### config.mk
export PLATFORM = sky130hd
export DESIGN_NAME = pcc_queue
export DESIGN_NICKNAME = d
export VERILOG_FILES = /design/src/rtl/pcc_pkg.sv /design/src/rtl/pcc_queue.sv
export SDC_FILE = /design/constraint.sdc
export NUM_CORES = 1
export LEC_CHECK = 0
export BUFFER_PORTS_ARGS = -buffer_cell sky130_fd_sc_hd__buf_2
export CORE_MARGIN = 2
export CORE_UTILIZATION = 30
export CTS_CLUSTER_DIAMETER = 60
export DETAILED_ROUTE_END_ITERATION = 12
export GPL_TIMING_DRIVEN = 1
export PLACE_DENSITY_LB_ADDON = 0.3
export SYNTH_ARGS = -nofsm -noshare
export SYNTH_HDL_FRONTEND = slang
export SYNTH_SLANG_ARGS = --single-unit
export TNS_END_PERCENT = 5
### constraint.sdc
create_clock -name i_clk -period 2.9 [get_ports i_clk]
set_input_delay 0.58 -clock i_clk [delete_from_list [all_inputs] [get_ports i_clk]]
set_output_delay 0.58 -clock i_clk [all_outputs]
set_load 0.01 [all_outputs]
### src/rtl/pcc_pkg.sv
// Shared types, constants and the error classifier of the post code capture buffer.
// Used by the core, queue, front and back modules; depends on nothing else.
package pcc_pkg;

    localparam int unsigned PCC_RING_DEPTH  = 256;
    localparam int unsigned PCC_MAX_READ    = 64;
    localparam int unsigned PCC_QUEUE_DEPTH = 4;

    typedef enum logic [1:0] {
        CMD_SNOOP    = 2'd0,
        CMD_READ     = 2'd1,
        CMD_CLR_LEN  = 2'd2,
        CMD_CLR_SEEN = 2'd3
    } t_cmd;

    typedef enum logic [1:0] {
        KIND_CODE  = 2'd0,
        KIND_HIST  = 2'd1,
        KIND_EMPTY = 2'd2
    } t_kind;

    typedef enum logic [1:0] {
        ERR_NONE    = 2'd0,
        ERR_PSB     = 2'd1,
        ERR_ABL     = 2'd2,
        ERR_ABL_MEM = 2'd3
    } t_err;

    localparam logic [3:0]  LANE_LAST      = 4'd3;
    localparam logic [15:0] ABL_MEM_CODE   = 16'hE310;
    localparam logic [15:0] PSB_PREFIX_RST = 16'hEE00;
    localparam logic [15:0] ABL_PREFIX_RST = 16'hEA00;

    localparam int unsigned PSB_N = 28;
    localparam int unsigned ABL_N = 48;

    localparam logic [7:0] PSB_FAIL [PSB_N] = '{
        8'h03, 8'h04, 8'h05, 8'h0B, 8'h10, 8'h13, 8'h14, 8'h18, 8'h22, 8'h3E,
        8'h62, 8'h64, 8'h69, 8'h6C, 8'h6F, 8'h78, 8'h79, 8'h7A, 8'h7B, 8'h7C,
        8'h7D, 8'h7E, 8'h7F, 8'h80, 8'h81, 8'h82, 8'h83, 8'h92
    };

    localparam logic [15:0] ABL_FAIL [ABL_N] = '{
        16'h3000, 16'h3001, 16'h3002, 16'h3003, 16'hE2A4, 16'hE2A7, 16'hE2A8,
        16'hE2AA, 16'hE2AB, 16'hE2AC, 16'hE2AE, 16'hE2B1, 16'hE2B2, 16'hE2E4,
        16'hE2B3, 16'hE2B4, 16'hE2B5, 16'hE2B9, 16'hE2BA, 16'hE2BB, 16'hE2BD,
        16'hE2BF, 16'hE2CB, 16'hE2CC, 16'hE2CD, 16'hE320, 16'hE321, 16'hE322,
        16'hE2E5, 16'hE2EB, 16'hE2EC, 16'hE2AD, 16'hE2ED, 16'hE30E, 16'hE2CA,
        16'hE2EF, 16'hE2C2, 16'hE2C3, 16'hE2E3, 16'hE2C6, 16'hE310, 16'hE2E7,
        16'hE32D, 16'hE33E, 16'hE328, 16'hE345, 16'hE32B, 16'hE332
    };

    typedef struct packed {
        t_kind       kind;
        logic [31:0] code;
        logic [7:0]  start;
        logic [6:0]  count;
        logic [8:0]  hist;
        logic        seen;
    } t_job;

    typedef struct packed {
        t_err        cls;
        logic [15:0] ecode;
    } t_cls;

    function automatic t_cls classify(input logic [31:0] code, input logic [15:0] psb,
                                      input logic [15:0] abl);
        t_cls res;
        logic psb_hit;
        logic abl_hit;
        psb_hit   = 1'b0;
        abl_hit   = 1'b0;
        res.cls   = ERR_NONE;
        res.ecode = '0;
        for (int k = 0; k < PSB_N; k++) begin
            if (PSB_FAIL[k] == code[7:0]) begin
                psb_hit = 1'b1;
            end
        end
        for (int k = 0; k < ABL_N; k++) begin
            if (ABL_FAIL[k] == code[15:0]) begin
                abl_hit = 1'b1;
            end
        end
        if (code[31:16] == psb) begin
            if (psb_hit) begin
                res.cls   = ERR_PSB;
                res.ecode = {8'h00, code[7:0]};
            end
        end else if (code[31:16] == abl && abl_hit) begin
            res.cls   = (code[15:0] == ABL_MEM_CODE) ? ERR_ABL_MEM : ERR_ABL;
            res.ecode = code[15:0];
        end
        return res;
    endfunction

endpackage

### src/rtl/pcc_queue.sv
// Short job queue between the command front end and the result back end.
// Depends on pcc_pkg for the job type and the queue depth.
module pcc_queue
    import pcc_pkg::*;
(
    input  logic i_clk,
    input  logic i_rst_n,
    input  logic i_push,
    input  t_job i_data,
    output logic o_full,
    input  logic i_pop,
    output t_job o_data,
    output logic o_empty
);
    localparam int unsigned QAW = $clog2(PCC_QUEUE_DEPTH);
    localparam int unsigned QCW = $clog2(PCC_QUEUE_DEPTH + 1);
    localparam logic [QCW-1:0] QFULL = QCW'(PCC_QUEUE_DEPTH);

    t_job           r_mem [PCC_QUEUE_DEPTH];
    logic [QAW-1:0] r_wr;
    logic [QAW-1:0] r_rd;
    logic [QCW-1:0] r_cnt;
    logic [QCW-1:0] n_cnt;

    always_comb begin
        case ({i_push, i_pop})
            2'b10:   n_cnt = r_cnt + 1'b1;
            2'b01:   n_cnt = r_cnt - 1'b1;
            default: n_cnt = r_cnt;
        endcase
    end

    always_ff @(posedge i_clk) begin
        if (!i_rst_n) begin
            r_wr  <= '0;
            r_rd  <= '0;
            r_cnt <= '0;
        end else begin
            r_cnt <= n_cnt;
            if (i_push) begin
                r_wr <= r_wr + 1'b1;
            end
            if (i_pop) begin
                r_rd <= r_rd + 1'b1;
            end
        end
    end

    always_ff @(posedge i_clk) begin
        if (i_push) begin
            r_mem[r_wr] <= i_data;
        end
    end

    assign o_full  = (r_cnt == QFULL);
    assign o_empty = (r_cnt == '0);
    assign o_data  = r_mem[r_rd];
endmodule

==> impl_metrics.json, run 1 <==
{
  "crit_arrival_ns": 2.12,
  "final_core_util_pct": 37.0,
  "power_density_nw_per_um2": 720,
  "path_clk_slew_ns": 0.06,
  "rsz0062_at_grt": "false",
  "dr.max_layer_used": "met5",
  "synth_top_area_share_pct": 78.9,
  "outcome": "complete, no violations",
  "maxCapViolCount": 0,
  "pwr-share-seq_pct": 52.5,
  "hold_viol_final": 0,
  "vias": 4057,
  "async_flop_share_pct": 0,
  "finalWirelength_um": 17200,
  "yosys-top-cells-count": "edfxtp_1 (236), mux4_2 (59), and2_1 (10), dfxtp_1 (9), inv_1 (6)",
  "die-area_sq_um": 31300,
  "clkSinkCount": 245,
  "wl_met1_um": 7380,
  "synth.distinct_cells": 22,
  "post-route-drc-count": 0,
  "max_freq_mhz": 371,
  "hpwl_um": 10500,
  "cp_max_fo": 23,
  "clockBufferDepth": 3,
  "synth_most_common_cell": "edfxtp_1",
  "met2_length_um": 8490,
  "row_count": 63,
  "slew_headroom_pct": 61.6,
  "grt_overflow_total": 0,
  "htreeDepth": 1,
  "area_delta_synth_final_pct": 21.8,
  "critical_path_required_ns": 2.32,
  "yosysTopAreaCell": "edfxtp_1",
  "netlist_area_sq_um": 8980,
  "synth_area_leaders": "edfxtp_1 (79%), mux4_2 (15%), dfxtp_1 (2.0%), and2_1 (0.70%), ha_1 (0.70%)",
  "root_buffer": "clkbuf_16",
  "antenna_left": 0,
  "wl_met3_um": 962,
  "viasPerCell": 4.44,
  "grt_pass1_vias": 4552,
  "synth_edf_count": 236,
  "max-vdd-ir-drop_uv": 425,
  "n_antenna_cell": 0,
  "post-route-period-util_pct": 93.0,
  "p_int_mw": 6.12,
  "finalNetCount": 573,
  "grt_pass1_wl_um": 26100,
  "p_sw_mw": 1.75,
  "ctsResizeCount": 0,
  "syn_nets": 424,
  "final-setup-viol-count": 0,
  "finalSetupTns_ns": 0,
  "synth-main-ff-cell": "edfxtp_1",
  "yosysSeqAreaShare_pct": 80.9,
  "drive_above_1_share_pct": 45.1,
  "clkPwrFrac_pct": 38.1,
  "core-area_sq_um": 29600,
  "fp.dieH_um": 177,
  "antenna_found_initial": 1,
  "insertion_delay_ns": 0.52,
  "layout_min_cycle_time_ns": 2.70,
  "crit_path_start_kind": "flop",
  "hp-class": "in -> reg",
  "p_comb_share_pct": 9.3,
  "place.port_buffers": 123,
  "cts_tree": "done",
  "skew_ns": 0.00545,
  "switching_share_pct": 22.3,
  "path_class": "reg -> out",
  "grt_max_degree": 33,
  "gp_congestion": 0.685,
  "start_util_pct": 30.4,
  "cp-end-kind": "output port",
  "ys_warn_count": 0,
  "syn_area_per_cell_sq_um": 25.3,
  "crit_path_top_delay_cell": "dfxtp_4",
  "slew_violations": 0,
  "drtPass1Iterations": 4,
  "synth_cells": 355,
  "fp.dieW_um": 177,
  "leakagePower_nw": 3.65,
  "power_mw": 7.87,
  "pin_count": 124,
  "drt_iter0_drc": 183,
  "ys_ff_latch": 245,
  "grtUsageTotal_pct": 11.1,
  "post_drt_wl_per_cell_um": 18.9,
  "ctsHoldBuffers": 0,
  "cts_made_buffers": 27,
  "max_stage_delay_ns": 0.60,
  "cts_setup_buffers": 0,
  "worstMarginPinSlew_ns": 0.576,
  "path_cells": "buf_12 > mux4_2 > buf_2"
}
==> logic make-up after synthesis <==
family / share of synthesized area (%)
AOI/OAI and AO/OA: 0.195
adders and majority gates: 0.920
DFF: 80.9
buffers and inverters: 1.49
xor gates and xnor gates: 0.488
muxes: 14.9
and+or+nand+nor: 1.05
==> placed cells by master, fill, tap and decap left out, types with 2 or more instances in the layout <==
cell type   instances
o21ai_0             2
nand2_1             2
clkinv_2            4
mux4_2             59
clkinv_4            2
inv_6               2
buf_2             123
and2_1              6
clkbuf_16          27
xor2_1              3
clkbuf_1            3
clkinvlp_4          2
and2_4              4
buf_12              6
dfxtp_1             7
ha_1                5
xnor2_1             2
dfxtp_4             2
clkinv_1            8
edfxtp_1          236
inv_1               6
buf_4               5
==> metal layers <==
layer | vias to the layer above | global-route usage (%)
li1 | 1802 | -
met1 | 2108 | 14.3
met2 | 109 | 18.9
met3 | 36 | 2.36
met4 | 2 | 3.48
met5 | - | 0
==> metrics by stage <==
step	hold WS, ns	area [sq um]	instances	worst slack [ns]
after CTS	0.235	10900	913	0.107
after floorplan	0.473	8980	355	0.502
final	0.271	10900	913	0.202
after detailed placement	0.573	10100	865	0.683
after global routing	0.248	10900	913	0.0543
after global placement	0.482	10100	865	0.693
==> registers in the layout (all words and copies together) (netlist names), named ones only <==
signal / count
r_rd: 2
r_cnt: 3
r_wr: 2
r_mem: 236
==> power groups by stage <==
| stage | sequential [mW] | clock, mW | combinational, mW |
|---|---|---|---|
| finish | 4.13 | 3.00 | 0.736 |
| global route | 4.15 | 3.25 | 0.804 |
| CTS | 4.14 | 3.12 | 0.760 |
| detailed placement | 4.21 | 0 | 0.759 |
| global placement | 4.20 | 0 | 0.742 |
| floorplan | 4.17 | 0 | 0.463 |
==> critical path, delay by kind of cell (launching register included) <==
kind / cells / cell delay (ns)
flip-flops: 1 / 0.60
multiplexers: 1 / 0.54
buffers and inverters: 2 / 0.43
==> path summary, 6_finish.rpt <==
path                                start      endpoint  slack [ns]  depth (start not counted)
worst max-delay path                 flop    o_data[26]        0.20                          3
worst min-delay path            i_data[6]   r_mem[3][6]        0.27                          1
worst max register to register    r_wr[0]  r_mem[2][49]        1.14                          4
worst min register to register    r_wr[1]       r_wr[1]        0.58                          2
==> cell type report <==
cell class	instances	area (sq um)
clock buffers	30	687
clock inverters	18	100
fillers	2747	18600
inverters	6	22.5
multi-input cells	90	1590
flip-flops and latches	245	7270
well taps	390	488
repair buffers	134	773
(Power assumes the default switching activity.)
==> inputs of run 2 (changes only) <==
--- a/config.mk
+++ b/config.mk
@@ -7,7 +7,7 @@
 export LEC_CHECK = 0
 export BUFFER_PORTS_ARGS = -buffer_cell sky130_fd_sc_hd__buf_2
 export CORE_MARGIN = 2
-export CORE_UTILIZATION = 30
+export CORE_UTILIZATION = 40
 export CTS_CLUSTER_DIAMETER = 60
 export DETAILED_ROUTE_END_ITERATION = 12
 export GPL_TIMING_DRIVEN = 1
==> run 2 against run 1 <==
Worst setup slack better by 0.077 ns. Total power increased by 5.5%. Sequential power about the same. Wire length shrank 5.2%. Highest routed layer is now met4. Count of clock-buffer cells in the layout is 2 higher.
==> impl_metrics.json, run 2 (synthesis results as in run 1) <==
{
  "root_buffer": "clkbuf_16",
  "vias": 4051,
  "htreeDepth": 1,
  "layout_min_cycle_time_ns": 2.62,
  "max_freq_mhz": 381,
  "mostFrequentLayoutCells": "edfxtp_1 (236), buf_2 (123), mux4_2 (59)",
  "core-area_sq_um": 22000,
  "maxCapViolCount": 0,
  "power_mw": 8.31,
  "drtPass1Iterations": 4,
  "crit_path_top_delay_cell": "mux4_2",
  "gp_congestion": 0.654,
  "antenna_left": 0,
  "hpwl_um": 9820,
  "busiest_layer": "met2",
  "max-vdd-ir-drop_uv": 293,
  "pwr-share-seq_pct": 49.6,
  "grt_overflow_total": 0,
  "p_sw_mw": 1.76,
  "post-route-period-util_pct": 90.4,
  "p_comb_share_pct": 8.9,
  "critical_path_required_ns": 2.32,
  "n_fill_cell": 1760,
  "start_util_pct": 40.9,
  "max_stage_delay_ns": 0.56,
  "cts_setup_buffers": 0,
  "final-setup-viol-count": 0,
  "hp-class": "in -> reg",
  "ff_latch_area_sq_um": 7270,
  "switching_share_pct": 21.2,
  "multi_input_area_sq_um": 1590,
  "viasPerCell": 5.04,
  "pin_count": 124,
  "largest_reg_flops": 236,
  "slew_headroom_pct": 65.7,
  "drt_iter0_drc": 246,
  "ctsResizeCount": 0,
  "clockBufferDepth": 3,
  "row_count": 54,
  "fp.dieH_um": 154,
  "power_density_nw_per_um2": 762,
  "crit_path_start_kind": "flop",
  "grt_max_degree": 37,
  "drive_above_1_share_pct": 45.4,
  "regMostFlops": "r_mem",
  "post_drt_wl_per_cell_um": 20.3,
  "clkSinkCount": 245,
  "fp.dieW_um": 154,
  "largestRegisters": "r_mem (236), r_cnt (3)",
  "area_delta_synth_final_pct": 21.5,
  "skew_ns": 0.00686,
  "path_clk_slew_ns": 0.06,
  "finalSetupTns_ns": 0,
  "grt_use_met1_pct": 18.5,
  "outcome": "complete, no violations",
  "cp_max_fo": 31,
  "finalWirelength_um": 16300,
  "rsz0062_at_grt": "false",
  "cts_made_buffers": 27,
  "antenna_found_initial": 1,
  "critPathTopFamily": "multiplexers",
  "insertion_delay_ns": 0.53,
  "grt_pass1_vias": 4528,
  "critical_path_buf_inv_count": 2,
  "place.port_buffers": 123,
  "cts_tree": "done",
  "grtUsageMet3_pct": 3.52,
  "leakagePower_nw": 3.70,
  "post-route-drc-count": 0,
  "ctsHoldBuffers": 0,
  "worstMarginPinSlew_ns": 0.514,
  "path_cells": "buf_12 > mux4_2 > buf_2",
  "cp-end-kind": "output port",
  "slew_violations": 0,
  "die-area_sq_um": 23700,
  "finalNetCount": 570,
  "grt_pass1_wl_um": 25100,
  "p_int_mw": 6.55,
  "mostFrequentLayoutCell": "edfxtp_1",
  "grt_use_met2_pct": 23.0,
  "grtUsageTotal_pct": 13.9,
  "crit_arrival_ns": 2.04,
  "path_class": "reg -> out",
  "clkPwrFrac_pct": 41.5,
  "hold_viol_final": 0
}
-- run 2: cell types whose count changed in the layout (fill, tap and decap cells not counted), sizes merged --
cell      previous run  this run
buf                134       131
bufinv               0         4
clkbuf              30        32
clkinv              14        10
clkinvlp             2         1
diode                0         1
inv                  8         9
-- run 2: layer usage --
layer / up-vias / routed length [um]
met5: - / 0
met4: 0 / 269
met3: 21 / 919
met2: 118 / 7940
met1: 2111 / 7200
li1: 1801 / -
-- run 2: stage by stage --
stage	worst slack (ns)	hold slack (ns)	cells	util, %	instance area (sq um)
2_1_floorplan	0.502	0.473	355	-	8980
3_3_place_gp	0.778	0.483	752	45.5	9980
3_5_place_dp	0.724	0.563	752	45.5	9980
4_1_cts	0.205	0.245	802	49.7	10900
5_1_grt	0.156	0.255	802	49.7	10900
6_report	0.278	0.267	803	49.7	10900
-- run 2: worst register-to-register path, stage by stage (launching register included) --
cell	delay (ns)
dfxtp_1	0.34
inv_1	0.09
ha_1	0.14
and2_4	0.47
buf_12	0.31
-- run 2: layout make-up --
cell class | count | area share (%)
diodes | 1 | 0.0229
clock buffers | 32 | 6.64
clock inverters | 18 | 1.79
inverters | 6 | 0.206
multi-input cells | 90 | 14.5
flip-flops and latches | 245 | 66.7
well taps | 280 | 3.21
repair buffers | 131 | 6.88
-- run 2: path summary, 6_finish.rpt --
| check | slack (ns) | startpoint | depth (start not counted) | endpoint |
|---|---|---|---|---|
| max | 0.28 | flop | 3 | o_data[4] |
| min | 0.27 | i_data[27] | 1 | r_mem[2][27] |
| max reg2reg | 1.22 | r_wr[0] | 4 | r_mem[0][34] |
| min reg2reg | 0.57 | r_wr[1] | 2 | r_wr[1] |
-- run 2: power groups by stage --
stage	Combinational, mW	Clock (mW)	Sequential (mW)
3_3_place_gp	0.739	0	4.19
5_1_grt	0.802	3.68	4.14
3_5_place_dp	0.756	0	4.20
4_1_cts	0.758	3.53	4.13
2_1_floorplan	0.463	0	4.17
6_report	0.737	3.45	4.12
