$ cat config.mk
export PLATFORM = sky130hd
export DESIGN_NAME = pcc_back_flat
export DESIGN_NICKNAME = d
export VERILOG_FILES = /design/src/rtl/pcc_pkg.sv /design/src/rtl/pcc_if.sv /design/src/rtl/pcc_back.sv /design/src/flat_wrapper.sv
export SDC_FILE = /design/constraint.sdc
export NUM_CORES = 1
export LEC_CHECK = 0
export BUFFER_PORTS_ARGS = -buffer_cell sky130_fd_sc_hd__buf_2
export CAP_MARGIN = 20
export CORE_MARGIN = 10
export CORE_UTILIZATION = 45
export CTS_BUF_LIST = sky130_fd_sc_hd__clkbuf_4
export DETAILED_ROUTE_END_ITERATION = 10
export PLACE_DENSITY = 0.77
export SETUP_SLACK_MARGIN = 0.5
export SLEW_MARGIN = 20
export SYNTH_ARGS = -nofsm -noshare
export SYNTH_HDL_FRONTEND = slang
export SYNTH_SLANG_ARGS = --single-unit
$ cat constraint.sdc
create_clock -name i_clk -period 4.7 [get_ports i_clk]
set_input_delay 0.235 -clock i_clk [delete_from_list [all_inputs] [get_ports i_clk]]
set_output_delay 0.235 -clock i_clk [all_outputs]
set_load 0.01 [all_outputs]
$ cat src/rtl/pcc_pkg.sv
// Shared types, constants and the error classifier of the post code capture buffer.
// Used by the core, queue, front and back modules; depends on nothing else.
package pcc_pkg;

    localparam int unsigned PCC_RING_DEPTH  = 256;
    localparam int unsigned PCC_MAX_READ    = 64;
    localparam int unsigned PCC_QUEUE_DEPTH = 4;

    typedef enum logic [1:0] {
        CMD_SNOOP    = 2'd0,
        CMD_READ     = 2'd1,
        CMD_CLR_LEN  = 2'd2,
        CMD_CLR_SEEN = 2'd3
    } t_cmd;

    typedef enum logic [1:0] {
        KIND_CODE  = 2'd0,
        KIND_HIST  = 2'd1,
        KIND_EMPTY = 2'd2
    } t_kind;

    typedef enum logic [1:0] {
        ERR_NONE    = 2'd0,
        ERR_PSB     = 2'd1,
        ERR_ABL     = 2'd2,
        ERR_ABL_MEM = 2'd3
    } t_err;

    localparam logic [3:0]  LANE_LAST      = 4'd3;
    localparam logic [15:0] ABL_MEM_CODE   = 16'hE310;
    localparam logic [15:0] PSB_PREFIX_RST = 16'hEE00;
    localparam logic [15:0] ABL_PREFIX_RST = 16'hEA00;

    localparam int unsigned PSB_N = 28;
    localparam int unsigned ABL_N = 48;

    localparam logic [7:0] PSB_FAIL [PSB_N] = '{
        8'h03, 8'h04, 8'h05, 8'h0B, 8'h10, 8'h13, 8'h14, 8'h18, 8'h22, 8'h3E,
        8'h62, 8'h64, 8'h69, 8'h6C, 8'h6F, 8'h78, 8'h79, 8'h7A, 8'h7B, 8'h7C,
        8'h7D, 8'h7E, 8'h7F, 8'h80, 8'h81, 8'h82, 8'h83, 8'h92
    };

    localparam logic [15:0] ABL_FAIL [ABL_N] = '{
        16'h3000, 16'h3001, 16'h3002, 16'h3003, 16'hE2A4, 16'hE2A7, 16'hE2A8,
        16'hE2AA, 16'hE2AB, 16'hE2AC, 16'hE2AE, 16'hE2B1, 16'hE2B2, 16'hE2E4,
        16'hE2B3, 16'hE2B4, 16'hE2B5, 16'hE2B9, 16'hE2BA, 16'hE2BB, 16'hE2BD,
        16'hE2BF, 16'hE2CB, 16'hE2CC, 16'hE2CD, 16'hE320, 16'hE321, 16'hE322,
        16'hE2E5, 16'hE2EB, 16'hE2EC, 16'hE2AD, 16'hE2ED, 16'hE30E, 16'hE2CA,
        16'hE2EF, 16'hE2C2, 16'hE2C3, 16'hE2E3, 16'hE2C6, 16'hE310, 16'hE2E7,
        16'hE32D, 16'hE33E, 16'hE328, 16'hE345, 16'hE32B, 16'hE332
    };

    typedef struct packed {
        t_kind       kind;
        logic [31:0] code;
        logic [7:0]  start;
        logic [6:0]  count;
        logic [8:0]  hist;
        logic        seen;
    } t_job;

    typedef struct packed {
        t_err        cls;
        logic [15:0] ecode;
    } t_cls;

    function automatic t_cls classify(input logic [31:0] code, input logic [15:0] psb,
                                      input logic [15:0] abl);
        t_cls res;
        logic psb_hit;
        logic abl_hit;
        psb_hit   = 1'b0;
        abl_hit   = 1'b0;
        res.cls   = ERR_NONE;
        res.ecode = '0;
        for (int k = 0; k < PSB_N; k++) begin
            if (PSB_FAIL[k] == code[7:0]) begin
                psb_hit = 1'b1;
            end
        end
        for (int k = 0; k < ABL_N; k++) begin
            if (ABL_FAIL[k] == code[15:0]) begin
                abl_hit = 1'b1;
            end
        end
        if (code[31:16] == psb) begin
            if (psb_hit) begin
                res.cls   = ERR_PSB;
                res.ecode = {8'h00, code[7:0]};
            end
        end else if (code[31:16] == abl && abl_hit) begin
            res.cls   = (code[15:0] == ABL_MEM_CODE) ? ERR_ABL_MEM : ERR_ABL;
            res.ecode = code[15:0];
        end
        return res;
    endfunction

endpackage

$ cat src/rtl/pcc_if.sv


interface pcc_out_if;
    logic        valid;
    logic        ready;
    logic [1:0]  kind;
    logic [31:0] code_word;
    logic [1:0]  error_class;
    logic [15:0] err_code;
    logic [8:0]  history_length;
    logic        seen_flag;
    logic        last;

    modport source (output valid, kind, code_word, error_class, err_code, history_length,
                    seen_flag, last, input ready);
    modport sink (input valid, kind, code_word, error_class, err_code, history_length,
                  seen_flag, last, output ready);
endinterface

$ cat src/rtl/pcc_back.sv
// Result back end: takes queued jobs, reads history entries from the ring one per beat,
// classifies each code and holds it in the output register. Depends on pcc_pkg, pcc_if.
module pcc_back
    import pcc_pkg::*;
#(
    parameter int unsigned RING_DEPTH = PCC_RING_DEPTH
) (
    input  logic                          i_clk,
    input  logic                          i_rst_n,
    input  logic                          i_q_empty,
    output logic                          o_pop,
    input  t_job                          i_job,
    input  logic [$clog2(RING_DEPTH)-1:0] i_wp,
    output logic                          o_ram_re,
    output logic [$clog2(RING_DEPTH)-1:0] o_ram_raddr,
    input  logic [31:0]                   i_ram_rdata,
    input  logic [15:0]                   i_psb_prefix,
    input  logic [15:0]                   i_abl_prefix,
    pcc_out_if.source                     o_out,
    output logic                          o_rd_done
);
    localparam int unsigned AW = $clog2(RING_DEPTH);
    localparam int unsigned IW = ((AW + 1 > 9) ? AW + 1 : 9) + 1;
    localparam logic [AW-1:0] WP_MAX = AW'(RING_DEPTH - 1);
    localparam logic [IW-1:0] DEPTH_X = IW'(RING_DEPTH);

    logic          r_act;
    t_job          r_job;
    logic [6:0]    r_left;
    logic [AW-1:0] r_idx;

    logic          r_d_vld;
    t_kind         r_d_kind;
    logic [31:0]   r_d_code;
    logic [8:0]    r_d_hist;
    logic          r_d_seen;
    logic          r_d_last;

    logic          r_o_vld;
    t_kind         r_o_kind;
    logic [31:0]   r_o_code;
    t_cls          r_o_cls;
    logic [8:0]    r_o_hist;
    logic          r_o_seen;
    logic          r_o_last;

    logic          out_free;
    logic          d_free;
    logic          issue;
    logic          issue_last;
    logic          is_hist;
    logic [IW-1:0] wp_x;
    logic [IW-1:0] back_x;
    logic [IW-1:0] first_x;
    logic [31:0]   code_sel;
    t_cls          cls_w;

    assign out_free   = !r_o_vld || o_out.ready;
    assign d_free     = !r_d_vld || out_free;
    assign issue      = r_act && d_free;
    assign is_hist    = (r_job.kind == KIND_HIST);
    assign issue_last = !is_hist || (r_left == 7'd1);
    assign o_ram_re   = issue && is_hist;
    assign o_ram_raddr = r_idx;
    assign o_rd_done  = issue && is_hist && (r_left == 7'd1);
    assign o_pop      = !i_q_empty && (!r_act || (issue && issue_last));

    assign wp_x    = IW'(i_wp);
    assign back_x  = IW'(i_job.start) + 1'b1;
    assign first_x = (wp_x >= back_x) ? (wp_x - back_x) : (wp_x + DEPTH_X - back_x);

    assign code_sel = (r_d_kind == KIND_HIST) ? i_ram_rdata : r_d_code;

    always_comb begin
        cls_w = classify(code_sel, i_psb_prefix, i_abl_prefix);
        if (r_d_kind == KIND_EMPTY) begin
            cls_w = '0;
        end
    end

    always_ff @(posedge i_clk) begin
        if (!i_rst_n) begin
            r_act   <= 1'b0;
            r_d_vld <= 1'b0;
            r_o_vld <= 1'b0;
        end else begin
            if (o_pop) begin
                r_act <= 1'b1;
            end else if (issue && issue_last) begin
                r_act <= 1'b0;
            end
            if (d_free) begin
                r_d_vld <= issue;
            end
            if (out_free) begin
                r_o_vld <= r_d_vld;
            end
        end
    end

    always_ff @(posedge i_clk) begin
        if (o_pop) begin
            r_job  <= i_job;
            r_left <= i_job.count;
            r_idx  <= first_x[AW-1:0];
        end else if (issue && is_hist) begin
            r_left <= r_left - 1'b1;
            r_idx  <= (r_idx == '0) ? WP_MAX : r_idx - 1'b1;
        end
        if (d_free) begin
            r_d_kind <= r_job.kind;
            r_d_code <= r_job.code;
            r_d_hist <= r_job.hist;
            r_d_seen <= r_job.seen;
            r_d_last <= issue_last;
        end
        if (out_free) begin
            r_o_kind <= r_d_kind;
            r_o_code <= code_sel;
            r_o_cls  <= cls_w;
            r_o_hist <= r_d_hist;
            r_o_seen <= r_d_seen;
            r_o_last <= r_d_last;
        end
    end

    assign o_out.valid          = r_o_vld;
    assign o_out.kind           = r_o_kind;
    assign o_out.code_word      = r_o_code;
    assign o_out.error_class    = r_o_cls.cls;
    assign o_out.err_code       = r_o_cls.ecode;
    assign o_out.history_length = r_o_hist;
    assign o_out.seen_flag      = r_o_seen;
    assign o_out.last           = r_o_last;

    a_empty_is_last: assert property (@(posedge i_clk) disable iff (!i_rst_n)
        (r_o_vld && r_o_kind == KIND_EMPTY) |-> r_o_last)
        else $error("empty read result without last marker");

    a_hist_left: assert property (@(posedge i_clk) disable iff (!i_rst_n)
        (r_act && is_hist) |-> r_left != '0)
        else $error("history job active with no entries left");

    a_rdata_held: assert property (@(posedge i_clk) disable iff (!i_rst_n)
        (r_d_vld && r_d_kind == KIND_HIST && !out_free) |=> $stable(i_ram_rdata))
        else $error("ring read data changed while its beat was stalled");
endmodule
$ cat src/flat_wrapper.sv
// flat-port wrapper written by rule: the top's interface ports become plain ports
module pcc_back_flat import pcc_pkg::*;
#(
    parameter int unsigned RING_DEPTH = PCC_RING_DEPTH
)
  (i_clk, i_rst_n, i_q_empty, o_pop, i_job, i_wp, o_ram_re, o_ram_raddr, i_ram_rdata, i_psb_prefix, i_abl_prefix, o_rd_done, o_out_valid, o_out_kind, o_out_code_word, o_out_error_class, o_out_err_code, o_out_history_length, o_out_seen_flag, o_out_last, o_out_ready);
  pcc_out_if o_out_i ();
  input  logic i_clk;
  input  logic i_rst_n;
  input  logic i_q_empty;
  output logic o_pop;
  input  t_job i_job;
  input  logic [$clog2(RING_DEPTH)-1:0] i_wp;
  output logic o_ram_re;
  output logic [$clog2(RING_DEPTH)-1:0] o_ram_raddr;
  input  logic [31:0] i_ram_rdata;
  input  logic [15:0] i_psb_prefix;
  input  logic [15:0] i_abl_prefix;
  output logic o_rd_done;
  output wire logic [$bits(o_out_i.valid)-1:0] o_out_valid;
  output wire logic [$bits(o_out_i.kind)-1:0] o_out_kind;
  output wire logic [$bits(o_out_i.code_word)-1:0] o_out_code_word;
  output wire logic [$bits(o_out_i.error_class)-1:0] o_out_error_class;
  output wire logic [$bits(o_out_i.err_code)-1:0] o_out_err_code;
  output wire logic [$bits(o_out_i.history_length)-1:0] o_out_history_length;
  output wire logic [$bits(o_out_i.seen_flag)-1:0] o_out_seen_flag;
  output wire logic [$bits(o_out_i.last)-1:0] o_out_last;
  input wire logic [$bits(o_out_i.ready)-1:0] o_out_ready;
  assign o_out_valid = o_out_i.valid;
  assign o_out_kind = o_out_i.kind;
  assign o_out_code_word = o_out_i.code_word;
  assign o_out_error_class = o_out_i.error_class;
  assign o_out_err_code = o_out_i.err_code;
  assign o_out_history_length = o_out_i.history_length;
  assign o_out_seen_flag = o_out_i.seen_flag;
  assign o_out_last = o_out_i.last;
  assign o_out_i.ready = o_out_ready;
  pcc_back #(.RING_DEPTH(RING_DEPTH)) u_core (.i_clk(i_clk), .i_rst_n(i_rst_n), .i_q_empty(i_q_empty), .o_pop(o_pop), .i_job(i_job), .i_wp(i_wp), .o_ram_re(o_ram_re), .o_ram_raddr(o_ram_raddr), .i_ram_rdata(i_ram_rdata), .i_psb_prefix(i_psb_prefix), .i_abl_prefix(i_abl_prefix), .o_out(o_out_i), .o_rd_done(o_rd_done));
endmodule
==> key figures <==
Layout
  – Area Overhead vs Synth: 27.6%
  – Final non-filler cell total: 1140
  – Util after Layout: 59.1%
  – Post-route cell area: 10300 sq um
  – Most common cell after layout, fill and taps aside: buf_2
  – Share of cells above drive strength 1: a little under a third
  – Final net count: 1046
  – Most frequent cells in the layout: buf_2 (209), edfxtp_1 (167), dlygate4sd3_1 (72)

Synthesis
  – Top FF cell, synth: edfxtp_1
  – Syn avg cell area: about 13 sq um
  – Post-Synth Adder-Cell Area: about 2.1%
  – Count of cell types in the netlist: 79
  – Post-synth top area share: 62.0%
  – Fraction of synthesized area in multiplexers: 4.59%
  – Syn Inst Count: 609
  – Sequential cell area fraction in the yosys report: roughly 63%
  – Synth area leaders: edfxtp_1 (62%), xnor2_1 (3.0%), xor2_1 (2.5%)
  – Register bit total from synthesis: 170
  – Synth Area in XOR/XNOR: 5.52%
  – Ys Warns: 0
  – Synth Area in Simple Gates: 10.4%
  – Post-synth EDFFs: 167
  – Largest family of logic cells by synthesized area: simple AND/OR/NAND/NOR gates
  – Share of synthesized registers carrying an async set or reset: 0%
  – Mapped cell area: 8090 sq um
  – Compound-Gate Fraction of Synth Area: 10.1%
  – Post-synth top area cell: edfxtp_1

Setup path
  – WS Path Type: reg2reg
  – Reg-to-Reg End: u_core.o_out.err_code[1]
  – Crit-path max FO: 46
  – Critical path endpoint: u_core.o_out.err_code[1]
  – FF-to-FF path depth: 9
  – Critical Path AT: 4.25 ns
  – WP data required: 5.12 ns
  – Critical path origin: u_core.r_d_kind[0]
  – Critical Path Start Type: flip-flop
  – Worst R2R Start: u_core.r_d_kind[0]
  – R2r setup slk: 0.87 ns
  – CP Capture Type: flip-flop

Die
  – Die span in x: 154 um
  – Standard-cell row count: 48
  – Core area: 17500 sq um
  – Die height: approximately 150 um
  – I/O Pins: 210
  – Die area: around 24000 sq um
  – Initial Util: 46.3%

Timing
  – Final worst path period need: 3.83 ns
  – Fin worst setup slack: ~0.87 ns
  – Final hold violation count: 0
  – RSZ-0062 raised after global routing: no
  – Final setup violation count: 0
  – Pins Over Slew Limit: 0
  – Fin crit share: 81.5%
  – Max Fclk: about 260 MHz
  – Clock skew: between 0.02 and 0.025 ns
  – Setup tns final: 0 ns
  – Worst hold slack: 0.0656 ns
  – Relative slew margins: 44.5%
  – Slew @ Worst Pin: 0.833 ns

Power and ir drop
  – Static Leak: 4.28 nW
  – Total Power: 3.20 mW
  – PD cells: 310 nW/um^2
  – Maximum vdd ir drop: 0.149 mV

Drt
  – Initial DRC Count: 515
  – Total wire length: 21.6 mm
  – Vias per cell: 5.32
  – Drt pass-1 iters: 6
  – Vias: 6066
  – WL/cell: approximately 19 um
  – Post-route ant nets: 0
  – Drc violations: 0

CTS
  – Max clock buf depth: 2
  – CTS tree: built
  – Worst-Skew Late Latency: around 0.56 ns
  – Max H-tree Level: 4
  – CTS Sinks: 170
  – Cts repair resizes: 0
  – Inserted Clock Buffers: 17
  – Root Buffer: clkbuf_4
  – Clock-pin slew on the worst setup and hold paths: 0.14 ns

Placement
  – Post-Place Worst Slack: 0.923 ns
  – Post-DP HPWL: 16.0 mm
  – IO buf count: 209
  – Routability congestion estimate from global placement: 0.965
  – Area after DPL: 9320 sq um
  – Placed Cells: 1032

Worst hold path
  – Hold Crit Class: in2reg

GRT
  – GRT Overall Usage: 17.9%
  – Number of global-route vias before repair: about 6400
  – Initial antenna violation count: 3
  – Largest net degree at the start of global routing: 64
  – First-pass GRT wire length: 33.8 mm
  – GR Overflow Total: 0

Run
  – Max cap viols: 0

Run status
  – Status: completed
## critical path, cell delays in order, from the launching register on
cell	delay, ns
edfxtp_1	0.63
nor2b_4	0.57
buf_4	0.59
o221a_2	0.29
a21oi_1	0.05
or4_4	0.44
nor4_4	0.33
o211ai_1	0.21
a21o_1	0.36
a21oi_1	0.20
## cells in the mapped netlist (4+ instances only)
master and n:
clkbuf_1 5, nand3_1 7, or3_1 7, nor2b_1 8, a21oi_2 4, nor4_1 7, nand4_1 5, o21ai_0 20
mux2i_1 13, inv_1 53, mux2_4 4, nor2_1 23, a21oi_1 25, o31ai_1 8, edfxtp_1 167, nor4bb_1 4
nor3_1 10, buf_6 6, ha_1 12, a21o_1 5, mux2_2 4, mux2i_2 5, a2111oi_0 4, o221ai_1 4
nand2_1 48, a31oi_1 11, xor2_1 23, nand2b_1 9, xnor2_1 28
## state kept, by name, indices dropped and copies added, names as in the netlist
signal / cells
u_core.r_job: 44
u_core.o_out.code_word: 32
u_core.r_d_code: 32
u_core.o_out.err_code: 16
u_core.o_out.history_length: 9
u_core.r_d_hist: 9
u_core.o_ram_raddr: 8
u_core.r_left: 7
u_core.o_out.error_class: 2
u_core.o_out.kind: 2
u_core.r_d_kind: 2
u_core.o_out.last: 1
u_core.o_out.seen_flag: 1
u_core.o_out.valid: 1
u_core.r_act: 1
u_core.r_d_last: 1
u_core.r_d_seen: 1
u_core.r_d_vld: 1
## metal layers
| metal | part of all wire (%) | GRT usage [%] | up-vias |
|---|---|---|---|
| met5 | 0 | 0 | - |
| met4 | 2.6 | 7.02 | 0 |
| met3 | 9.2 | 6.36 | 47 |
| met2 | 48 | 29.5 | 308 |
| met1 | 40 | 20.9 | 2847 |
| li1 | - | - | 2864 |
## power breakdown
| part | internal (mW) | switching (mW) |
|---|---|---|
| combinational | 0.244 | 0.280 |
| sequential | 1.78 | 0.0593 |
| clock | 0.315 | 0.516 |
## kinds of logic after synthesis
kind of cell | after synthesis
adders and majority gates | 13
and+or+nand+nor | 153
DFF | 170
xor gates and xnor gates | 51
buffers and inverters | 74
muxes | 29
other | 1
AOI/OAI and AO/OA | 118
## layout make-up
class                      instances  area (sq um)
fill                            1421          7150
antenna                            4          10.0
timing repair buffer             286          1800
tap                              225           282
clock inverter                    15           148
clock buffer                      17           128
inverter                          57           214
multi-input combinational        366          2670
sequential                       170          5070
## worst min path at each step
stage	cells after the start	slack (ns)	from	end
after floorplan	0	0.33	i_job[0]	u_core.r_job[0]
after global placement	0	0.40	u_core.r_job[3]	u_core.r_d_hist[2]
after global routing	2	0.02	i_ram_rdata[20]	u_core.o_out.code_word[20]
after detailed placement	0	0.40	u_core.r_d_hist[1]	u_core.o_out.history_length[1]
after CTS	4	0.0005	o_out_ready	u_core.r_d_vld
final	4	0.07	o_out_ready	u_core.r_d_vld
## what timing repair did
item	CTS	global route
hold endpoints to repair	71	0
hold buffers	72	0
buffers inserted	0	0
Power figures use the tool's default switching activity.
