==> src/rtl/pcc_pkg.sv <==
// Shared types, constants and the error classifier of the post code capture buffer.
// Used by the core, queue, front and back modules; depends on nothing else.
package pcc_pkg;

    localparam int unsigned PCC_RING_DEPTH  = 256;
    localparam int unsigned PCC_MAX_READ    = 64;
    localparam int unsigned PCC_QUEUE_DEPTH = 4;

    typedef enum logic [1:0] {
        CMD_SNOOP    = 2'd0,
        CMD_READ     = 2'd1,
        CMD_CLR_LEN  = 2'd2,
        CMD_CLR_SEEN = 2'd3
    } t_cmd;

    typedef enum logic [1:0] {
        KIND_CODE  = 2'd0,
        KIND_HIST  = 2'd1,
        KIND_EMPTY = 2'd2
    } t_kind;

    typedef enum logic [1:0] {
        ERR_NONE    = 2'd0,
        ERR_PSB     = 2'd1,
        ERR_ABL     = 2'd2,
        ERR_ABL_MEM = 2'd3
    } t_err;

    localparam logic [3:0]  LANE_LAST      = 4'd3;
    localparam logic [15:0] ABL_MEM_CODE   = 16'hE310;
    localparam logic [15:0] PSB_PREFIX_RST = 16'hEE00;
    localparam logic [15:0] ABL_PREFIX_RST = 16'hEA00;

    localparam int unsigned PSB_N = 28;
    localparam int unsigned ABL_N = 48;

    localparam logic [7:0] PSB_FAIL [PSB_N] = '{
        8'h03, 8'h04, 8'h05, 8'h0B, 8'h10, 8'h13, 8'h14, 8'h18, 8'h22, 8'h3E,
        8'h62, 8'h64, 8'h69, 8'h6C, 8'h6F, 8'h78, 8'h79, 8'h7A, 8'h7B, 8'h7C,
        8'h7D, 8'h7E, 8'h7F, 8'h80, 8'h81, 8'h82, 8'h83, 8'h92
    };

    localparam logic [15:0] ABL_FAIL [ABL_N] = '{
        16'h3000, 16'h3001, 16'h3002, 16'h3003, 16'hE2A4, 16'hE2A7, 16'hE2A8,
        16'hE2AA, 16'hE2AB, 16'hE2AC, 16'hE2AE, 16'hE2B1, 16'hE2B2, 16'hE2E4,
        16'hE2B3, 16'hE2B4, 16'hE2B5, 16'hE2B9, 16'hE2BA, 16'hE2BB, 16'hE2BD,
        16'hE2BF, 16'hE2CB, 16'hE2CC, 16'hE2CD, 16'hE320, 16'hE321, 16'hE322,
        16'hE2E5, 16'hE2EB, 16'hE2EC, 16'hE2AD, 16'hE2ED, 16'hE30E, 16'hE2CA,
        16'hE2EF, 16'hE2C2, 16'hE2C3, 16'hE2E3, 16'hE2C6, 16'hE310, 16'hE2E7,
        16'hE32D, 16'hE33E, 16'hE328, 16'hE345, 16'hE32B, 16'hE332
    };

    typedef struct packed {
        t_kind       kind;
        logic [31:0] code;
        logic [7:0]  start;
        logic [6:0]  count;
        logic [8:0]  hist;
        logic        seen;
    } t_job;

    typedef struct packed {
        t_err        cls;
        logic [15:0] ecode;
    } t_cls;

    function automatic t_cls classify(input logic [31:0] code, input logic [15:0] psb,
                                      input logic [15:0] abl);
        t_cls res;
        logic psb_hit;
        logic abl_hit;
        psb_hit   = 1'b0;
        abl_hit   = 1'b0;
        res.cls   = ERR_NONE;
        res.ecode = '0;
        for (int k = 0; k < PSB_N; k++) begin
            if (PSB_FAIL[k] == code[7:0]) begin
                psb_hit = 1'b1;
            end
        end
        for (int k = 0; k < ABL_N; k++) begin
            if (ABL_FAIL[k] == code[15:0]) begin
                abl_hit = 1'b1;
            end
        end
        if (code[31:16] == psb) begin
            if (psb_hit) begin
                res.cls   = ERR_PSB;
                res.ecode = {8'h00, code[7:0]};
            end
        end else if (code[31:16] == abl && abl_hit) begin
            res.cls   = (code[15:0] == ABL_MEM_CODE) ? ERR_ABL_MEM : ERR_ABL;
            res.ecode = code[15:0];
        end
        return res;
    endfunction

endpackage

==> src/rtl/pcc_if.sv <==
// Valid/ready channel interfaces for the command beats and the result beats.
// Standalone; widths follow the fixed field widths of the block.
interface pcc_in_if;
    logic       valid;
    logic       ready;
    logic [1:0] cmd;
    logic [7:0] snoop_byte;
    logic [3:0] port_index;
    logic [7:0] read_start;
    logic [6:0] read_count;

    modport source (output valid, cmd, snoop_byte, port_index, read_start, read_count,
                    input ready);
    modport sink (input valid, cmd, snoop_byte, port_index, read_start, read_count,
                  output ready);
endinterface


==> src/rtl/pcc_front.sv <==
// Command front end: assembles post codes, keeps ring pointer, length and seen flag,
// writes the ring and queues one job per result-producing beat. Depends on pcc_pkg, pcc_if.
module pcc_front
    import pcc_pkg::*;
#(
    parameter int unsigned RING_DEPTH = PCC_RING_DEPTH,
    parameter int unsigned MAX_READ   = PCC_MAX_READ
) (
    input  logic                          i_clk,
    input  logic                          i_rst_n,
    pcc_in_if.sink                        i_in,
    input  logic                          i_q_full,
    output logic                          o_push,
    output t_job                          o_job,
    output logic                          o_ram_we,
    output logic [$clog2(RING_DEPTH)-1:0] o_ram_waddr,
    output logic [31:0]                   o_ram_wdata,
    output logic [$clog2(RING_DEPTH)-1:0] o_wp,
    input  logic                          i_rd_done
);
    localparam int unsigned AW = $clog2(RING_DEPTH);
    localparam int unsigned CW = $clog2(RING_DEPTH + 1);
    localparam int unsigned SW = ((CW > 8) ? CW : 8) + 1;
    localparam int unsigned PW = $clog2(PCC_QUEUE_DEPTH + 2);
    localparam logic [AW-1:0] WP_MAX  = AW'(RING_DEPTH - 1);
    localparam logic [CW-1:0] SC_MAX  = CW'(RING_DEPTH);
    localparam logic [6:0]    MAXR    = 7'(MAX_READ);
    localparam logic [PW-1:0] PEND_MX = PW'(PCC_QUEUE_DEPTH + 1);

    logic [31:0]   r_acc;
    logic [31:0]   n_acc;
    logic [AW-1:0] r_wp;
    logic [AW-1:0] n_wp;
    logic [CW-1:0] r_sc;
    logic [CW-1:0] n_sc;
    logic          r_seen;
    logic          n_seen;
    logic [PW-1:0] r_rd_pend;
    logic [PW-1:0] n_rd_pend;

    logic          accept;
    logic          lane_last;
    logic [31:0]   acc_or;
    logic [6:0]    count_sat;
    logic [SW-1:0] sc_x;
    logic [SW-1:0] st_x;
    logic [SW-1:0] avail;
    logic [6:0]    n_read;
    logic          read_empty;
    logic [CW+8:0] hist_x;
    logic          push_read;

    assign lane_last = (i_in.cmd == CMD_SNOOP) && (i_in.port_index == LANE_LAST);
    assign i_in.ready = !i_q_full && !(lane_last && r_rd_pend != '0);
    assign accept = i_in.valid && i_in.ready;

    assign acc_or = (i_in.port_index[3:2] == 2'b00)
                  ? (r_acc | ({24'b0, i_in.snoop_byte} << {i_in.port_index[1:0], 3'b000}))
                  : r_acc;

    assign count_sat  = (i_in.read_count > MAXR) ? MAXR : i_in.read_count;
    assign sc_x       = SW'(r_sc);
    assign st_x       = SW'(i_in.read_start);
    assign avail      = sc_x - st_x;
    assign read_empty = (st_x >= sc_x) || (count_sat == '0);
    assign n_read     = (avail > SW'(count_sat)) ? count_sat : avail[6:0];
    assign hist_x     = {9'b0, n_sc};

    always_comb begin
        n_acc    = r_acc;
        n_wp     = r_wp;
        n_sc     = r_sc;
        n_seen   = r_seen;
        o_push   = 1'b0;
        o_ram_we = 1'b0;
        o_job    = '0;
        if (accept) begin
            case (t_cmd'(i_in.cmd))
                CMD_SNOOP: begin
                    n_seen = 1'b1;
                    n_acc  = acc_or;
                    if (lane_last) begin
                        o_ram_we = 1'b1;
                        o_push   = 1'b1;
                        n_acc    = '0;
                        n_wp     = (r_wp == WP_MAX) ? '0 : r_wp + 1'b1;
                        if (r_sc < SC_MAX) begin
                            n_sc = r_sc + 1'b1;
                        end
                        o_job.kind = KIND_CODE;
                        o_job.code = acc_or;
                        o_job.seen = 1'b1;
                    end
                end
                CMD_READ: begin
                    o_push      = 1'b1;
                    o_job.kind  = read_empty ? KIND_EMPTY : KIND_HIST;
                    o_job.start = i_in.read_start;
                    o_job.count = n_read;
                    o_job.seen  = r_seen;
                end
                CMD_CLR_LEN: begin
                    n_sc = '0;
                end
                default: begin
                    n_seen = 1'b0;
                end
            endcase
        end
        o_job.hist = hist_x[8:0];
    end

    assign push_read = o_push && (o_job.kind == KIND_HIST);

    always_comb begin
        case ({push_read, i_rd_done})
            2'b10:   n_rd_pend = r_rd_pend + 1'b1;
            2'b01:   n_rd_pend = r_rd_pend - 1'b1;
            default: n_rd_pend = r_rd_pend;
        endcase
    end

    always_ff @(posedge i_clk) begin
        if (!i_rst_n) begin
            r_acc     <= '0;
            r_wp      <= '0;
            r_sc      <= '0;
            r_seen    <= 1'b0;
            r_rd_pend <= '0;
        end else begin
            r_acc     <= n_acc;
            r_wp      <= n_wp;
            r_sc      <= n_sc;
            r_seen    <= n_seen;
            r_rd_pend <= n_rd_pend;
        end
    end

    assign o_ram_waddr = r_wp;
    assign o_ram_wdata = acc_or;
    assign o_wp        = r_wp;

    a_no_write_during_read: assert property (@(posedge i_clk) disable iff (!i_rst_n)
        o_ram_we |-> r_rd_pend == '0)
        else $error("ring written while a history read is outstanding");

    a_pend_bound: assert property (@(posedge i_clk) disable iff (!i_rst_n)
        r_rd_pend <= PEND_MX)
        else $error("outstanding read count exceeds queue capacity");

    a_done_has_pending: assert property (@(posedge i_clk) disable iff (!i_rst_n)
        i_rd_done |-> r_rd_pend != '0)
        else $error("read completion without an outstanding read");
endmodule

==> src/flat_wrapper.sv <==
// flat-port wrapper written by rule: the top's interface ports become plain ports
module pcc_front_flat import pcc_pkg::*;
#(
    parameter int unsigned RING_DEPTH = PCC_RING_DEPTH,
    parameter int unsigned MAX_READ   = PCC_MAX_READ
)
  (i_clk, i_rst_n, i_q_full, o_push, o_job, o_ram_we, o_ram_waddr, o_ram_wdata, o_wp, i_rd_done, i_in_valid, i_in_cmd, i_in_snoop_byte, i_in_port_index, i_in_read_start, i_in_read_count, i_in_ready);
  pcc_in_if i_in_i ();
  input  logic i_clk;
  input  logic i_rst_n;
  input  logic i_q_full;
  output logic o_push;
  output t_job o_job;
  output logic o_ram_we;
  output logic [$clog2(RING_DEPTH)-1:0] o_ram_waddr;
  output logic [31:0] o_ram_wdata;
  output logic [$clog2(RING_DEPTH)-1:0] o_wp;
  input  logic i_rd_done;
  input wire logic [$bits(i_in_i.valid)-1:0] i_in_valid;
  input wire logic [$bits(i_in_i.cmd)-1:0] i_in_cmd;
  input wire logic [$bits(i_in_i.snoop_byte)-1:0] i_in_snoop_byte;
  input wire logic [$bits(i_in_i.port_index)-1:0] i_in_port_index;
  input wire logic [$bits(i_in_i.read_start)-1:0] i_in_read_start;
  input wire logic [$bits(i_in_i.read_count)-1:0] i_in_read_count;
  output wire logic [$bits(i_in_i.ready)-1:0] i_in_ready;
  assign i_in_i.valid = i_in_valid;
  assign i_in_i.cmd = i_in_cmd;
  assign i_in_i.snoop_byte = i_in_snoop_byte;
  assign i_in_i.port_index = i_in_port_index;
  assign i_in_i.read_start = i_in_read_start;
  assign i_in_i.read_count = i_in_read_count;
  assign i_in_ready = i_in_i.ready;
  pcc_front #(.RING_DEPTH(RING_DEPTH), .MAX_READ(MAX_READ)) u_core (.i_clk(i_clk), .i_rst_n(i_rst_n), .i_in(i_in_i), .i_q_full(i_q_full), .o_push(o_push), .o_job(o_job), .o_ram_we(o_ram_we), .o_ram_waddr(o_ram_waddr), .o_ram_wdata(o_ram_wdata), .o_wp(o_wp), .i_rd_done(i_rd_done));
endmodule
==> config.mk <==
export PLATFORM = sky130hd
export DESIGN_NAME = pcc_front_flat
export DESIGN_NICKNAME = d
export VERILOG_FILES = /design/src/rtl/pcc_pkg.sv /design/src/rtl/pcc_if.sv /design/src/rtl/pcc_front.sv /design/src/flat_wrapper.sv
export SDC_FILE = /design/constraint.sdc
export NUM_CORES = 1
export LEC_CHECK = 0
export BUFFER_PORTS_ARGS = -buffer_cell sky130_fd_sc_hd__buf_2
export CAP_MARGIN = 30
export CORE_ASPECT_RATIO = 0.5
export CORE_MARGIN = 3
export CORE_UTILIZATION = 54
export CTS_CLUSTER_SIZE = 30
export DETAILED_ROUTE_END_ITERATION = 10
export GPL_TIMING_DRIVEN = 0
export PLACE_DENSITY = 0.87
export RECOVER_POWER = 50
export SYNTH_ARGS = -nofsm -noshare
export SYNTH_HDL_FRONTEND = slang
export SYNTH_SLANG_ARGS = --single-unit
==> constraint.sdc <==
create_clock -name i_clk -period 8.3 [get_ports i_clk]
set_input_delay 1.66 -clock i_clk [delete_from_list [all_inputs] [get_ports i_clk]]
set_output_delay 1.66 -clock i_clk [all_outputs]
set_load 0.1 [all_outputs]
==> out/results.tsv <==
stage	metric	value	unit
clock_network	root_buffer	clkbuf_16	
die	die_area	7993	um^2
die	rows	20	
global_routing	grt_max_degree	16	
timing	finalSetupTns	0	ps
logic_synthesis	synth-async-reset-ratio	0	
logic_synthesis	synth_seq_cells	53	
global_routing	grtUsageTotal	0.2593	
logic_synthesis	ys_seq_area_frac	0.2848	
finish	layout-drive-gt1-share	0.2299	
worst_setup_path	cp_max_fo	3	
clock_network	cts_tree	yes	
timing	slew_violations	0	
logic_synthesis	ys_types	56	
worst_setup_path	critical-path-top-delay-family	compound AO/OA/AOI/OAI gates	
worst_setup_path	critPathRequiredTime	6640	ps
die	core_area	6356	um^2
route	drt_wl_total	10.50	mm
finish	nets	705	
finish	post-route-util	0.7319	
flow_run	cap_violations	0	
global_routing	gr-total-overflow	0	
place	dp_hpwl	8.117	mm
logic_synthesis	syn_area_per_cell	7.482	um^2
route	vias	3991	
power	power.density	128.0	nW/um^2
global_routing	top_usage_layer	met2	
global_routing	grt_pass1_vias	3733	
route	avgRoutedWirePerCell	14.27	um
clock_network	numCtsBuffers	5	
power	ir_worst_vdd	0.00008884	V
worst_setup_path	cp-start-kind	input pin	
worst_setup_path	crit_path_cell_trace	buf_2 > ha_1 > inv_1 > fa_1 > a211oi_2 > o21bai_1 > a21oi_1 > xnor2_1 > ha_1 > o22ai_1 > a31oi_1 > or2_4 > or3_1 > a21oi_2 > buf_2	
worst_setup_path	r2r-start	u_core.r_sc[0]$_SDFF_PN0_	
clock_network	holdBufCountCts	0	
timing	max_freq	154.1	MHz
clock_network	cts_buffer_depth	2	
worst_setup_path	timing.critical_path.slowest_stage_cell	fa_1	
status	status	finished clean	
logic_synthesis	ys_warn_count	0	
worst_setup_path	reg2reg_depth	15	
logic_synthesis	synth_edf_count	0	
global_routing	grtUsageMet3	0.05144	
die	chipWidth	123.5	um
worst_setup_path	r2r_setup_slack	5070	ps
die	initial_utilization	0.5862	
clock_network	cts_resized	0	
global_routing	grtUsageMet1	0.3043	
timing	slew_headroom	0.2068	
die	die_y	64.74	um
min_path	min_to	u_core.r_acc[31]$_SDFFE_PN0P_	
worst_setup_path	max_stage_delay	430	ps
finish	mostFrequentLayoutCells	buf_2, nand2_1, dfxtp_1, nor2_1	
min_path	hold_depth	1	
finish	n_antenna_cell	0	
route	via_per_inst	5.423	
worst_setup_path	cp.buffers_inverters	3	
global_routing	use_met2	0.4902	
global_routing	grt_antenna_before_repair	0	
worst_setup_path	worstPathArrival	4830	ps
timing	setup_slack	1812	ps
timing	period_share	0.7817	
logic_synthesis	syn_area	3726	um^2
timing	rsz0062_at_grt	false	
clock_network	post-cts-setup-buffers	0	
power	p_total	0.5956	mW
clock_network	clock-sinks	53	
timing	hold_viol_final	0	
timing	tightest_slew	1173	ps
die	num_io_pins	144	
place	placement.io_buffers	143	
logic_synthesis	synthCells	498	
global_routing	grt_pass1_wl	16.91	mm
route	ant_nets	0	
route	drt_iter0_markers	203	
worst_setup_path	timing.rr.end	u_core.r_rd_pend[2]$_SDFFE_PN0P_	
logic_synthesis	synth.net_count	555	
finish	syn2layout_area_growth	24.85	%
timing	setup_viol	0	
clock_network	clock_latency	290	ps
clock_network	path_clk_slew	70	ps
route	drcViolationCount	0	
min_path	worstHoldPathType	flop to flop	
timing	skew	4.290	ps
finish	final_common_cell	buf_2	
min_path	holdCritStartpoint	u_core.r_acc[31]$_SDFFE_PN0P_	
clock_network	cts.htree.levels	2	
place	gp_congestion	0.8664	
timing	fin_crit	6489	ps
logic_synthesis	synthFlopType	dfxtp_1	
power	p_leak	2.422	nW
worst_setup_path	path_class	input pin to primary output	
worst_setup_path	end_kind	primary output	
place	post-place-ws	1834	ps
route	dr.pass1.iters	6	
cell families after synthesis:
logic type	synth area share
adders and majority gates	0.08126
AOI/OAI and AO/OA	0.1991
and+or+nand+nor	0.3167
xor gates and xnor gates	0.03056
DFF	0.2848
buffers and inverters	0.07690
muxes	0.01075
state kept, by name (all words and copies together), names as in the netlist:
register / cells
u_core.o_ram_waddr: 8
u_core.r_acc: 32
u_core.r_rd_pend: 3
u_core.r_seen: 1
u_core.r_sc: 9
routing by layer:
| metal | routed length [um] | up-vias |
|---|---|---|
| met5 | 0 | - |
| li1 | - | 1984 |
| met4 | 78 | 0 |
| met1 | 4333 | 1852 |
| met3 | 828 | 10 |
| met2 | 5262 | 145 |
report_power, final:
| group | leakage [nW] | switching, mW | internal, mW |
|---|---|---|---|
| clock | 0.0797 | 0.0901 | 0.140 |
| combinational | 1.91 | 0.0777 | 0.0291 |
| sequential | 0.427 | 0.00226 | 0.256 |
| total | 2.42 | 0.170 | 0.425 |
cells in the mapped netlist, types with 2 or more instances:
cell / instances / area, um^2
clkbuf_1: 13 / 48.80
o221a_2: 2 / 22.52
nand3_1: 11 / 55.05
nor2b_1: 8 / 50.05
buf_4: 8 / 60.06
xor2_1: 5 / 43.79
nor2_1: 48 / 180.2
nor3_2: 2 / 20.02
o31ai_1: 5 / 37.54
a21o_1: 15 / 112.6
o22ai_1: 2 / 12.51
a31oi_1: 2 / 12.51
and3_1: 13 / 81.33
a21oi_1: 33 / 165.2
inv_1: 40 / 150.1
nand4_1: 11 / 68.82
nor4b_2: 2 / 30.03
fa_1: 2 / 40.04
nand2_1: 55 / 206.5
a21boi_0: 2 / 15.01
o21ai_1: 9 / 45.04
buf_2: 3 / 15.01
or4_1: 2 / 15.01
ha_1: 21 / 262.8
and4_1: 2 / 17.52
inv_2: 2 / 7.510
o21ai_0: 34 / 170.2
o21bai_1: 3 / 22.52
nor3_1: 3 / 15.01
or3_1: 3 / 18.77
mux2i_1: 4 / 40.04
and2_1: 50 / 312.8
dfxtp_1: 53 / 1061
xnor2_1: 8 / 70.07
layout make-up:
class	count	area (um^2)
plain buffers	25	127.6
clock buffers	5	125.1
clock inverters	2	35.03
fillers	548	1704
inverters	42	157.7
multi-input cells	378	2355
flip-flops and latches	53	1061
well taps	88	110.1
repair buffers	143	680.7
worst max path at each step:
stage                             from   endpoint  slack (ps)  depth (start not counted)
CTS                 i_in_read_start[0]  o_job[10]        1820                         15
global placement    i_in_read_start[0]  o_job[10]        1840                         15
floorplan           i_in_read_start[0]  o_job[11]         680                         14
finish              i_in_read_start[0]  o_job[10]        1810                         15
global route        i_in_read_start[0]  o_job[10]        1590                         15
detailed placement  i_in_read_start[0]  o_job[10]        1830                         15
metrics by stage:
stage               hold slack [ps]  cells  instance area (um^2)
floorplan                     454.4    498                  3726
global placement              466.7    729                  4552
detailed placement            473.3    729                  4552
CTS                           483.3    736                  4712
global route                  494.8    736                  4652
finish                        482.6    736                  4652
No activity file was read; power rests on OpenSTA's default activity.
